[src/rtl/core/phr_pkg.sv]
`timescale 1ns / 1ps
`default_nettype none
package phr_pkg;

    localparam int FRAC_BITS  = 12;
    localparam int CH_W       = 12;
    localparam int IDX_W      = 10;
    localparam int CNT_W      = 11;
    localparam int MAX_COLORS = 1024;
    localparam int ONE        = 1 << FRAC_BITS;

    localparam int SECT_BITS = 3;
    localparam int MOD_STEPS = IDX_W;
    localparam int HUE_STEPS = SECT_BITS + FRAC_BITS;
    localparam int REM_W     = CNT_W + 2;
    localparam int PIPE_LAT  = MOD_STEPS + HUE_STEPS + 5;

    localparam int CFG_IDX_W  = 3;
    localparam int CFG_DATA_W = 12;

    localparam logic [CFG_IDX_W-1:0] REG_COLOR_COUNT  = 3'd0;
    localparam logic [CFG_IDX_W-1:0] REG_SATURATION   = 3'd1;
    localparam logic [CFG_IDX_W-1:0] REG_BRIGHT_BASE  = 3'd2;
    localparam logic [CFG_IDX_W-1:0] REG_BRIGHT_SWING = 3'd3;

    localparam logic [CNT_W-1:0] RST_COLOR_COUNT  = 11'd1;
    localparam logic [CH_W-1:0]  RST_SATURATION   = 12'd3686;
    localparam logic [CH_W-1:0]  RST_BRIGHT_BASE  = 12'd2458;
    localparam logic [CH_W-1:0]  RST_BRIGHT_SWING = 12'd1229;

    localparam logic [SECT_BITS-1:0] SEC_RED_GREEN  = 3'd0;
    localparam logic [SECT_BITS-1:0] SEC_GREEN_RED  = 3'd1;
    localparam logic [SECT_BITS-1:0] SEC_GREEN_BLUE = 3'd2;
    localparam logic [SECT_BITS-1:0] SEC_BLUE_GREEN = 3'd3;
    localparam logic [SECT_BITS-1:0] SEC_BLUE_RED   = 3'd4;

    typedef struct packed {
        logic                 odd;
        logic [SECT_BITS-1:0] sector;
        logic [FRAC_BITS-1:0] frac;
    } t_hue;

endpackage
`default_nettype wire

[src/rtl/core/palette_hsv_to_rgb_unit.sv]
`timescale 1ns / 1ps
`default_nettype none
// throughput: one item per cycle while busy is low; the 27-stage bit-per-stage divider and the 3 math
// stages each take a new item every cycle
// the receiver cannot stall, so busy drops at the first edge after reset and stays low
// reset: synchronous active low, clears valid bits and loads the register defaults
module palette_hsv_to_rgb_unit
    import phr_pkg::*;
(
    input  wire logic                  i_clk,
    input  wire logic                  i_rst_n,
    input  wire logic                  start,
    output logic                       busy,
    input  wire logic [IDX_W-1:0]      i_color_index,
    output logic                       o_strobe,
    output logic [CH_W-1:0]            o_red,
    output logic [CH_W-1:0]            o_green,
    output logic [CH_W-1:0]            o_blue,
    input  wire logic                  i_cfg_valid,
    output logic                       o_cfg_ready,
    input  wire logic [CFG_IDX_W-1:0]  i_cfg_index,
    input  wire logic [CFG_DATA_W-1:0] i_cfg_data
);

    logic [CNT_W-1:0] r_count;
    logic [CH_W-1:0]  r_sat;
    logic [CH_W-1:0]  r_base;
    logic [CH_W-1:0]  r_swing;
    logic [CNT_W-1:0] r_n_eff;
    logic             r_busy;

    logic accept;
    assign accept      = start && !r_busy;
    assign busy        = r_busy;
    assign o_cfg_ready = 1'b1;

    always_ff @(posedge i_clk) begin
        if (!i_rst_n) begin
            r_count <= RST_COLOR_COUNT;
            r_sat   <= RST_SATURATION;
            r_base  <= RST_BRIGHT_BASE;
            r_swing <= RST_BRIGHT_SWING;
            r_busy  <= 1'b1;
        end else begin
            r_busy <= 1'b0;
            if (i_cfg_valid) begin
                case (i_cfg_index)
                    REG_COLOR_COUNT:  r_count <= i_cfg_data[CNT_W-1:0];
                    REG_SATURATION:   r_sat   <= i_cfg_data[CH_W-1:0];
                    REG_BRIGHT_BASE:  r_base  <= i_cfg_data[CH_W-1:0];
                    REG_BRIGHT_SWING: r_swing <= i_cfg_data[CH_W-1:0];
                    default: ;
                endcase
            end
        end
    end

    // clamp palette size to 1..MAX_COLORS
    always_ff @(posedge i_clk) begin
        if (r_count == '0) begin
            r_n_eff <= CNT_W'(1);
        end else if (r_count > CNT_W'(MAX_COLORS)) begin
            r_n_eff <= CNT_W'(MAX_COLORS);
        end else begin
            r_n_eff <= r_count;
        end
    end

    logic div_valid;
    t_hue div_hue;

    phr_hue_div u_div (
        .i_clk   (i_clk),
        .i_rst_n (i_rst_n),
        .i_valid (accept),
        .i_idx   (i_color_index),
        .i_n     (r_n_eff),
        .o_valid (div_valid),
        .o_hue   (div_hue)
    );

    // brightness per parity
    logic [CH_W:0]   bright_sum;
    logic [CH_W-1:0] v_even;
    logic [CH_W-1:0] v_odd;
    logic [CH_W-1:0] v_sel;
    assign bright_sum = {1'b0, r_base} + {1'b0, r_swing};
    assign v_even     = bright_sum[CH_W] ? {CH_W{1'b1}} : bright_sum[CH_W-1:0];
    assign v_odd      = (r_base >= r_swing) ? r_base - r_swing : '0;
    assign v_sel      = div_hue.odd ? v_odd : v_even;

    logic [FRAC_BITS:0]   one_minus_f;
    logic [FRAC_BITS:0]   one_minus_s;
    logic [2*CH_W-1:0]    prod_sf;
    logic [2*CH_W:0]      prod_sf2;
    logic [2*CH_W:0]      prod_p;
    assign one_minus_f = (FRAC_BITS+1)'(ONE) - {1'b0, div_hue.frac};
    assign one_minus_s = (FRAC_BITS+1)'(ONE) - {1'b0, r_sat};
    assign prod_sf     = r_sat * div_hue.frac;
    assign prod_sf2    = {1'b0, r_sat} * one_minus_f;
    assign prod_p      = {1'b0, v_sel} * one_minus_s;

    logic                 r_a_valid;
    logic [SECT_BITS-1:0] r_a_sector;
    logic [CH_W-1:0]      r_a_v;
    logic [CH_W-1:0]      r_a_sf;
    logic [CH_W-1:0]      r_a_sf2;
    logic [CH_W-1:0]      r_a_p;

    always_ff @(posedge i_clk) begin
        r_a_sector <= div_hue.sector;
        r_a_v      <= v_sel;
        r_a_sf     <= prod_sf[FRAC_BITS +: CH_W];
        r_a_sf2    <= prod_sf2[FRAC_BITS +: CH_W];
        r_a_p      <= prod_p[FRAC_BITS +: CH_W];
    end

    logic [FRAC_BITS:0] one_minus_sf;
    logic [FRAC_BITS:0] one_minus_sf2;
    logic [2*CH_W:0]    prod_q;
    logic [2*CH_W:0]    prod_t;
    assign one_minus_sf  = (FRAC_BITS+1)'(ONE) - {1'b0, r_a_sf};
    assign one_minus_sf2 = (FRAC_BITS+1)'(ONE) - {1'b0, r_a_sf2};
    assign prod_q        = {1'b0, r_a_v} * one_minus_sf;
    assign prod_t        = {1'b0, r_a_v} * one_minus_sf2;

    logic                 r_b_valid;
    logic [SECT_BITS-1:0] r_b_sector;
    logic [CH_W-1:0]      r_b_v;
    logic [CH_W-1:0]      r_b_p;
    logic [CH_W-1:0]      r_b_q;
    logic [CH_W-1:0]      r_b_t;

    always_ff @(posedge i_clk) begin
        r_b_sector <= r_a_sector;
        r_b_v      <= r_a_v;
        r_b_p      <= r_a_p;
        r_b_q      <= prod_q[FRAC_BITS +: CH_W];
        r_b_t      <= prod_t[FRAC_BITS +: CH_W];
    end

    logic [CH_W-1:0] n_red;
    logic [CH_W-1:0] n_green;
    logic [CH_W-1:0] n_blue;

    always_comb begin
        if (r_sat == '0) begin
            n_red   = r_b_v;
            n_green = r_b_v;
            n_blue  = r_b_v;
        end else begin
            case (r_b_sector)
                SEC_RED_GREEN: begin
                    n_red = r_b_v; n_green = r_b_t; n_blue = r_b_p;
                end
                SEC_GREEN_RED: begin
                    n_red = r_b_q; n_green = r_b_v; n_blue = r_b_p;
                end
                SEC_GREEN_BLUE: begin
                    n_red = r_b_p; n_green = r_b_v; n_blue = r_b_t;
                end
                SEC_BLUE_GREEN: begin
                    n_red = r_b_p; n_green = r_b_q; n_blue = r_b_v;
                end
                SEC_BLUE_RED: begin
                    n_red = r_b_t; n_green = r_b_p; n_blue = r_b_v;
                end
                default: begin
                    n_red = r_b_v; n_green = r_b_p; n_blue = r_b_q;
                end
            endcase
        end
    end

    logic            r_strobe;
    logic [CH_W-1:0] r_red;
    logic [CH_W-1:0] r_green;
    logic [CH_W-1:0] r_blue;

    always_ff @(posedge i_clk) begin
        if (!i_rst_n) begin
            r_a_valid <= 1'b0;
            r_b_valid <= 1'b0;
            r_strobe  <= 1'b0;
        end else begin
            r_a_valid <= div_valid;
            r_b_valid <= r_a_valid;
            r_strobe  <= r_b_valid;
        end
    end

    always_ff @(posedge i_clk) begin
        r_red   <= n_red;
        r_green <= n_green;
        r_blue  <= n_blue;
    end

    assign o_strobe = r_strobe;
    assign o_red    = r_red;
    assign o_green  = r_green;
    assign o_blue   = r_blue;

    a_strobe_follows_item: assert property (@(posedge i_clk) disable iff (!i_rst_n)
        o_strobe |-> $past(accept, PIPE_LAT))
        else $error("result strobe without a matching item");

    a_gray_equal: assert property (@(posedge i_clk) disable iff (!i_rst_n)
        (r_b_valid && r_sat == '0) |=> (o_red == o_green && o_green == o_blue))
        else $error("zero saturation item is not gray");

    a_p_below_v: assert property (@(posedge i_clk) disable iff (!i_rst_n)
        r_a_valid |-> r_a_p <= r_a_v)
        else $error("p channel above brightness");

endmodule
`default_nettype wire

[src/rtl/core/phr_hue_div.sv]
`timescale 1ns / 1ps
`default_nettype none
module phr_hue_div
    import phr_pkg::*;
(
    input  wire logic             i_clk,
    input  wire logic             i_rst_n,
    input  wire logic             i_valid,
    input  wire logic [IDX_W-1:0] i_idx,
    input  wire logic [CNT_W-1:0] i_n,
    output logic                  o_valid,
    output t_hue                  o_hue
);

    // index mod n, one quotient bit per stage
    logic             r_mv   [0:MOD_STEPS];
    logic [IDX_W-1:0] r_midx [0:MOD_STEPS];
    logic [CNT_W-1:0] r_mrem [0:MOD_STEPS];

    // 6 * m * ONE / n, one quotient bit per stage
    logic                 r_hv   [0:HUE_STEPS];
    logic                 r_hodd [0:HUE_STEPS];
    logic [REM_W-1:0]     r_hrem [0:HUE_STEPS];
    logic [HUE_STEPS-1:0] r_hq   [0:HUE_STEPS];

    logic [REM_W-1:0] n_wide;
    assign n_wide = REM_W'(i_n);

    always_ff @(posedge i_clk) begin
        if (!i_rst_n) begin
            r_mv[0] <= 1'b0;
            r_hv[0] <= 1'b0;
        end else begin
            r_mv[0] <= i_valid;
            r_hv[0] <= r_mv[MOD_STEPS];
        end
    end

    always_ff @(posedge i_clk) begin
        r_midx[0] <= i_idx;
        r_mrem[0] <= '0;
        r_hodd[0] <= r_midx[MOD_STEPS][0];
        r_hrem[0] <= REM_W'(r_mrem[MOD_STEPS]) * REM_W'(6);
        r_hq[0]   <= '0;
    end

    for (genvar k = 0; k < MOD_STEPS; k++) begin : g_mod
        logic [CNT_W:0] trial;
        logic           ge;
        assign trial = {r_mrem[k], r_midx[k][IDX_W-1-k]};
        assign ge    = trial >= {1'b0, i_n};

        always_ff @(posedge i_clk) begin
            if (!i_rst_n) begin
                r_mv[k+1] <= 1'b0;
            end else begin
                r_mv[k+1] <= r_mv[k];
            end
        end

        always_ff @(posedge i_clk) begin
            r_midx[k+1] <= r_midx[k];
            r_mrem[k+1] <= ge ? CNT_W'(trial - {1'b0, i_n}) : trial[CNT_W-1:0];
        end
    end

    for (genvar j = 0; j < HUE_STEPS; j++) begin : g_hue
        logic [REM_W-1:0] trial;
        logic [REM_W-1:0] divisor;
        logic             ge;
        if (j < SECT_BITS) begin : g_int
            assign trial   = r_hrem[j];
            assign divisor = n_wide << (SECT_BITS - 1 - j);
        end else begin : g_frac
            assign trial   = r_hrem[j] << 1;
            assign divisor = n_wide;
        end
        assign ge = trial >= divisor;

        always_ff @(posedge i_clk) begin
            if (!i_rst_n) begin
                r_hv[j+1] <= 1'b0;
            end else begin
                r_hv[j+1] <= r_hv[j];
            end
        end

        always_ff @(posedge i_clk) begin
            r_hodd[j+1] <= r_hodd[j];
            r_hrem[j+1] <= ge ? trial - divisor : trial;
            r_hq[j+1]   <= {r_hq[j][HUE_STEPS-2:0], ge};
        end
    end

    assign o_valid       = r_hv[HUE_STEPS];
    assign o_hue.odd     = r_hodd[HUE_STEPS];
    assign o_hue.sector  = r_hq[HUE_STEPS][HUE_STEPS-1:FRAC_BITS];
    assign o_hue.frac    = r_hq[HUE_STEPS][FRAC_BITS-1:0];

    a_mod_below_n: assert property (@(posedge i_clk) disable iff (!i_rst_n)
        r_hv[0] |-> r_hrem[0] < (n_wide * REM_W'(6)))
        else $error("index remainder not below palette size");

    a_rem_below_n: assert property (@(posedge i_clk) disable iff (!i_rst_n)
        o_valid |-> r_hrem[HUE_STEPS] < n_wide)
        else $error("hue remainder not below palette size");

    a_sector_range: assert property (@(posedge i_clk) disable iff (!i_rst_n)
        o_valid |-> o_hue.sector <= 3'd5)
        else $error("hue sector out of range");

endmodule
`default_nettype wire
[config.mk]
export PLATFORM = sky130hd
export DESIGN_NAME = palette_hsv_to_rgb_unit
export DESIGN_NICKNAME = d
export VERILOG_FILES = /design/src/rtl/core/phr_pkg.sv /design/src/rtl/core/palette_hsv_to_rgb_unit.sv /design/src/rtl/core/phr_hue_div.sv
export SDC_FILE = /design/constraint.sdc
export NUM_CORES = 2
export LEC_CHECK = 0
export BUFFER_PORTS_ARGS = -buffer_cell sky130_fd_sc_hd__buf_2
export CAP_MARGIN = 25
export CORE_UTILIZATION = 60
export CTS_CLUSTER_SIZE = 16
export DETAILED_ROUTE_END_ITERATION = 8
export GPL_TIMING_DRIVEN = 1
export PLACE_DENSITY = 0.85
export SYNTH_ARGS = -nofsm -noshare
export SYNTH_HDL_FRONTEND = slang
export SYNTH_SLANG_ARGS = --single-unit
[constraint.sdc]
create_clock -name i_clk -period 14.3 [get_ports i_clk]
set_input_delay 2.86 -clock i_clk [delete_from_list [all_inputs] [get_ports i_clk]]
set_output_delay 2.86 -clock i_clk [all_outputs]
set_load 0.05 [all_outputs]
# Word level (Yosys, flattened, before mapping)
# Memories as Yosys holds them, arrays and structs flattened. A register that Yosys moved wholly into a read port is not among the register bits.
# Cells that the tools add are included.
# word_totals
regBits	199
mem_count	7
mem_bits_rw	722
wordCells	207
inputBits	29
# classes
n_lt_le_gt_ge	27
bitwise_logic	27
add_sub_neg	31
multipliers	6
mux	64
reduce_logical	16
n_eq_ne	7
# memory_table
name	depth	word_bits	rd	rd_ports_with_merged_regs	write_ports	line_no	text
u_div.r_hq	16	15	16	0	16	phr_hue_div.sv:24	logic [HUE_STEPS-1:0] r_hq [0:HUE_STEPS];
u_div.r_hrem	16	13	15	0	16	phr_hue_div.sv:23	logic [REM_W-1:0] r_hrem [0:HUE_STEPS];
u_div.r_mrem	11	11	11	0	11	phr_hue_div.sv:18	logic [CNT_W-1:0] r_mrem [0:MOD_STEPS];
u_div.r_midx	11	10	11	0	11	phr_hue_div.sv:17	logic [IDX_W-1:0] r_midx [0:MOD_STEPS];
u_div.r_hodd	16	1	16	0	16	phr_hue_div.sv:22	logic r_hodd [0:HUE_STEPS];
u_div.r_hv	16	1	16	1	16	phr_hue_div.sv:21	logic r_hv [0:HUE_STEPS];
+1 memories	--	--	--	--	--	--	
# ops
op	count
two-way mux 13 bit	15
greater-or-equal comparator 13 x 11 -> 1 bit	13
subtractor 13 x 11 -> 13 bit	13
two-way mux 11 bit	11
greater-or-equal comparator 12 x 11 -> 1 bit	10
subtractor 11 bit	10
case mux 12 bit (3 select lines)	3
multiplier 12 x 13 -> 24 bit	4
two-way mux 12 bit	6
subtractor 13 x 12 -> 13 bit, first input constant	4
two-way mux 1 bit	29
OR 1 bit	27
multiplier 12 x 12 -> 24 bit	1
adder 12 x 12 -> 13 bit	1
greater-or-equal comparator 13 x 12 -> 1 bit	1
greater-or-equal comparator 13 bit	1
subtractor 13 x 12 -> 13 bit	1
subtractor 13 bit	1
equality test 3 x 2 -> 1 bit, second input constant	4
greater-or-equal comparator 12 bit	1
logical NOT 12 bit	1
multiplier 11 x 2 -> 12 bit, second input constant	1
subtractor 12 bit	1
greater-than comparator 11 bit, second input constant	1
other kinds (8)	18

# Logic depth before layout (Yosys ltp)
# logic_depth
word_depth	4
depth_mapped	33
depth_no_buf	32

# By module
# From an unflattened synthesis, not the netlist that was laid out.
# hier_totals
cells_unflattened	6371
area_unflattened_um2	57367.5
# modules_own_cells
mod	cells_per_inst	area_per_inst_um2	instances	seq_area_each_um2
palette_hsv_to_rgb_unit	3567	30825.8	1	4003.8
phr_hue_div	2804	26541.7	1	10189.8

# Worst setup path after synthesis
# OpenSTA, ideal clock, no wires.
# synth_timing
kind	reg-to-reg
start	register r_base[0]
end	register r_a_p[11]
stages_incl_launch_ff	31
t_required_ns	14.182
t_arrival_ns	6.978
setup_ns	0.118
path_slack_ns	7.204
n_path_buf	1
synth_period_minus_slack_ns	7.096
cell_sequence	dfxtp_1 -> inv_1 -> ha_1 -> fa_1 -> nand3b_1 -> a311oi_1 -> o2111ai_1 -> nand2b_1 -> a21o_1 -> a31oi_1 -> o211ai_1 -> clkbuf_1 -> nand2_1 -> fa_1 -> fa_1 -> inv_1 -> fa_1 -> fa_1 -> inv_1 -> fa_1 -> inv_1 -> ha_1 -> a21o_1 -> a21o_1 -> a21oi_1 -> a21oi_1 -> and3_1 -> a211oi_4 -> a21oi_2 -> a221o_1 -> xnor2_1
# synth_via
elab_chain_len	4
# synth_rtl
element	line_no	text
start: declaration	palette_hsv_to_rgb_unit.sv:27	logic [CH_W-1:0] r_base;
start signal: assignment	palette_hsv_to_rgb_unit.sv:50	REG_BRIGHT_BASE: r_base <= i_cfg_data[CH_W-1:0];
adder 12 x 12 -> 13 bit (tied with other cells)	palette_hsv_to_rgb_unit.sv:87	assign bright_sum = {1'b0, r_base} + {1'b0, r_swing};
two-way mux 12 bit (on tied branches)	palette_hsv_to_rgb_unit.sv:88, palette_hsv_to_rgb_unit.sv:89	
two-way mux 12 bit (*)	palette_hsv_to_rgb_unit.sv:90	assign v_sel = div_hue.odd ? v_odd : v_even;
named net v_sel[4]	palette_hsv_to_rgb_unit.sv:86	logic [CH_W-1:0] v_sel;
multiplier 12 x 13 -> 24 bit (*)	palette_hsv_to_rgb_unit.sv:101	assign prod_p = {1'b0, v_sel} * one_minus_s;
named net prod_p[23]	palette_hsv_to_rgb_unit.sv:96	logic [2*CH_W:0] prod_p;
end signal: assignment	palette_hsv_to_rgb_unit.sv:115	r_a_p <= prod_p[FRAC_BITS +: CH_W];
end: declaration	palette_hsv_to_rgb_unit.sv:108	logic [CH_W-1:0] r_a_p;
# The timed path passes the listed nets; every way through them passes the cells marked *.
# A chain may end at the register's enable or synchronous reset.

# Worst setup path in the final report
# layout_timing
start	register r_swing[1]
end	register r_a_p[9]
# layout_via
elab_chain_len	4
# layout_rtl
element	line_no	text
start: declaration	palette_hsv_to_rgb_unit.sv:28	logic [CH_W-1:0] r_swing;
start signal: assignment	palette_hsv_to_rgb_unit.sv:51	REG_BRIGHT_SWING: r_swing <= i_cfg_data[CH_W-1:0];
adder 12 x 12 -> 13 bit (tied with other cells)	palette_hsv_to_rgb_unit.sv:87	
two-way mux 12 bit (on tied branches)	palette_hsv_to_rgb_unit.sv:88, palette_hsv_to_rgb_unit.sv:89	
two-way mux 12 bit (*)	palette_hsv_to_rgb_unit.sv:90	
multiplier 12 x 13 -> 24 bit (*)	palette_hsv_to_rgb_unit.sv:101	
named net prod_p[21]	palette_hsv_to_rgb_unit.sv:96	
# Marks and branches as above.

==> flow_summary.yaml <==
synthesis:
  synth.lib_cells_used.distinct: 77
  synthesis.area_sq_mm: 0.0548
  post_synthesis_sequential_area_ratio_pct: 25.9
  yosysWarnings: 0
  synth_top_flop_cell: "dfxtp_1"
  ys_ff_latch: 709
  synth-edff-count: 0
  total_nets_after_synthesis: 7193
  avgSynthCellArea_sq_um: 9.10
  syn_inst: 6022
  synth-async-reset-ratio_pct: 0
timing:
  worst_pin_slew_ns: 1.10
  hold_violations: 0
  final_min_period_over_clock_period_pct: 54.3
  final_period_minus_worst_setup_slack_ns: 7.77
  grt_setup_unrepaired: "no"
  clock_skew_ns: 0.0391
  clock.fmax_mhz: 129
  maxSlewViolCount: 0
  finalSetupViolCount: 0
  max_slew_margin_pct: 26.5
  fin_setup_tns_ns: 0
cts:
  cts_made_buffers: 79
  cts.hold.buffers_added: 0
  cts_tree: "built"
  clock_path_buffers: 3
  htree_levels: 3
  postCtsResizedCells: 0
  cts.clk_slew.worst_paths_ns: 0.06
  cts_post_setup_buffers_inserted: 0
  insertion_delay_ns: 0.68
  clock-sinks: 709
  clock-root-buffer: "clkbuf_16"
finish:
  sequential_cell_area_sq_mm: 0.0142
  final_common_cell: "nand2_1"
  instances_no_fill: 7293
  num-fill-cells: 6722
  num-nets-final: 7221
  utilization_pct: 65.8
  multi_input_area_sq_mm: 0.0366
  layout-drive-gt1-share_pct: 7.72
  synthToLayoutAreaGrowth_pct: 8.33
  most-common-layout-cells: "898 x nand2_1, 828 x inv_1, 706 x dfxtp_1"
run_status:
  status: "finished, final reports clean"
critical_path:
  worstPathRequired_ns: 14.84
  start_kind: "flop"
  end_kind: "flop"
  critPathMaxFanout: 13
  crit_type: "reg2reg"
  arrival_ns: 8.31
worst_hold_path:
  hold_class: "reg2reg"
floorplanning:
  floorplan.rows: 110
  initial_core_util_pct: 60.7
  chipWidth_um: 304
  ioPinCount: 68
  die-height_um: 304
  core_area_sq_mm: 0.0903
  dieArea_sq_mm: 0.0926
global_route:
  global_route.usage.total_pct: 28.1
  antenna_found_initial: 4
  grt_pass1_vias: 43505
  pin_count_of_the_biggest_net_entering_global_routing: 59
  grt.overflow.total: 0
  global_route_wire_length_before_repair_um: 213000
drt:
  dr.first_iter.drc_count: 3072
  drcViolationCount: 0
  dr.pass1.iters: 6
  route.final.wire_length_um: 129000
  vias: 42052
  route.antenna.remaining_nets: 0
  post_dr_wirelength_cell_um: 17.7
  route.detailed.vias_per_inst: 5.77
place:
  place.gp.congestion: 0.910
  dp_hpwl_um: 92400
  dpl.cell_count: 7132
  placement.io_buffers: 66
job:
  timing.max_cap.violations: 0
## worst paths after layout
path                        startpoint                  endpoint  slack, ns  depth (start not counted)
max            r_swing[1]$_SDFFE_PN0P_          r_a_p[9]$_DFF_P_       6.53                         27
min          u_div.r_hq[2][45]$_DFF_P_  u_div.r_hq[3][1]$_DFF_P_       0.31                          0
max reg2reg    r_swing[1]$_SDFFE_PN0P_          r_a_p[9]$_DFF_P_       6.53                         27
min reg2reg  u_div.r_hq[2][45]$_DFF_P_  u_div.r_hq[3][1]$_DFF_P_       0.31                          0
## cell type report
cell class                      count  share of cell area, %
Clock inverter                     43                   1.03
Tap cell                         1176                   2.48
Sequential cell                   709                   23.9
Timing Repair Buffer              169                   1.94
Inverter                          829                   5.24
Multi-Input combinational cell   4262                   61.7
Clock buffer                      103                   3.69
Antenna cell                        2                0.00843
## flip-flops by register name, summed over array words and instances, names as in the netlist, 16 cells and up
signal,count
u_div.r_hrem,180
u_div.r_hv,16
u_div.r_hodd,16
u_div.r_hq,120
u_div.r_mrem,110
u_div.r_midx,56
## cells by family after synthesis
| family | Yosys count | synth area share (%) |
|---|---|---|
| AOI/OAI and AO/OA | 870 | 10.3 |
| xor gates and xnor gates | 225 | 3.60 |
| adders and majority gates | 1142 | 33.7 |
| buffers and inverters | 1051 | 7.27 |
| DFF | 709 | 25.9 |
| muxes | 183 | 3.65 |
| other | 1 | 0.00684 |
| and+or+nand+nor | 1841 | 15.6 |
## critical path: stages, from the launching register on
cell	delay (ns)
dfxtp_1	0.44
inv_1	0.07
ha_1	0.30
nor2b_1	0.14
o21a_1	0.15
o21ai_1	0.09
a2111oi_0	0.71
o31ai_1	0.20
mux2_2	0.26
o211ai_1	0.10
a21oi_1	0.65
nand2_1	0.16
fa_1	0.50
fa_1	0.50
inv_1	0.05
fa_1	0.47
fa_1	0.49
inv_1	0.05
fa_1	0.47
inv_1	0.04
ha_1	0.34
nand4_1	0.16
a21oi_1	0.24
and3_1	0.26
a211oi_4	0.10
a211oi_1	0.46
nor4_1	0.09
nand3b_1	0.17
## routing by layer
layer  wire, um  GRT usage [%]  vias to the layer above
met5         29              0                        -
met1      53200           36.4                    20273
met2      60000           46.7                     1832
met3      11800           5.79                      360
li1           -              -                    19581
met4       4110           9.96                        6
## cells in the mapped netlist (17+ instances only)
cell | number | area [sq um]
dfxtp_1 | 709 | 14200
nor3_1 | 59 | 295
xnor2_1 | 167 | 1460
o211ai_1 | 26 | 195
nand2_1 | 898 | 3370
nand3_1 | 63 | 315
clkbuf_1 | 191 | 717
mux2i_1 | 46 | 460
o31ai_1 | 69 | 518
a211oi_1 | 51 | 383
buf_2 | 21 | 105
a21boi_0 | 77 | 578
o21ai_0 | 186 | 931
mux2_2 | 137 | 1540
inv_1 | 828 | 3110
nor3b_1 | 17 | 128
nand2b_1 | 40 | 250
fa_1 | 557 | 11200
nor2_1 | 271 | 1020
o21a_1 | 26 | 195
nor2b_1 | 105 | 657
and2_1 | 261 | 1630
nand4_1 | 44 | 275
ha_1 | 585 | 7320
o21ai_1 | 39 | 195
a31oi_1 | 19 | 119
xor2_1 | 58 | 508
a21o_1 | 63 | 473
a21oi_1 | 189 | 946
## through the flow
stage | hold WS, ns | setup WS [ns] | cell area, sq um
after floorplan | 0.310 | 7.20 | 54800
after global placement | 0.309 | 6.78 | 56400
after detailed placement | 0.312 | 6.60 | 56400
after CTS | 0.309 | 6.59 | 59200
after global routing | 0.313 | 5.95 | 59400
final | 0.309 | 6.53 | 59400
Power is not shown: default switching activity piles up to over one toggle a cycle in this logic, so the estimate is an artifact.
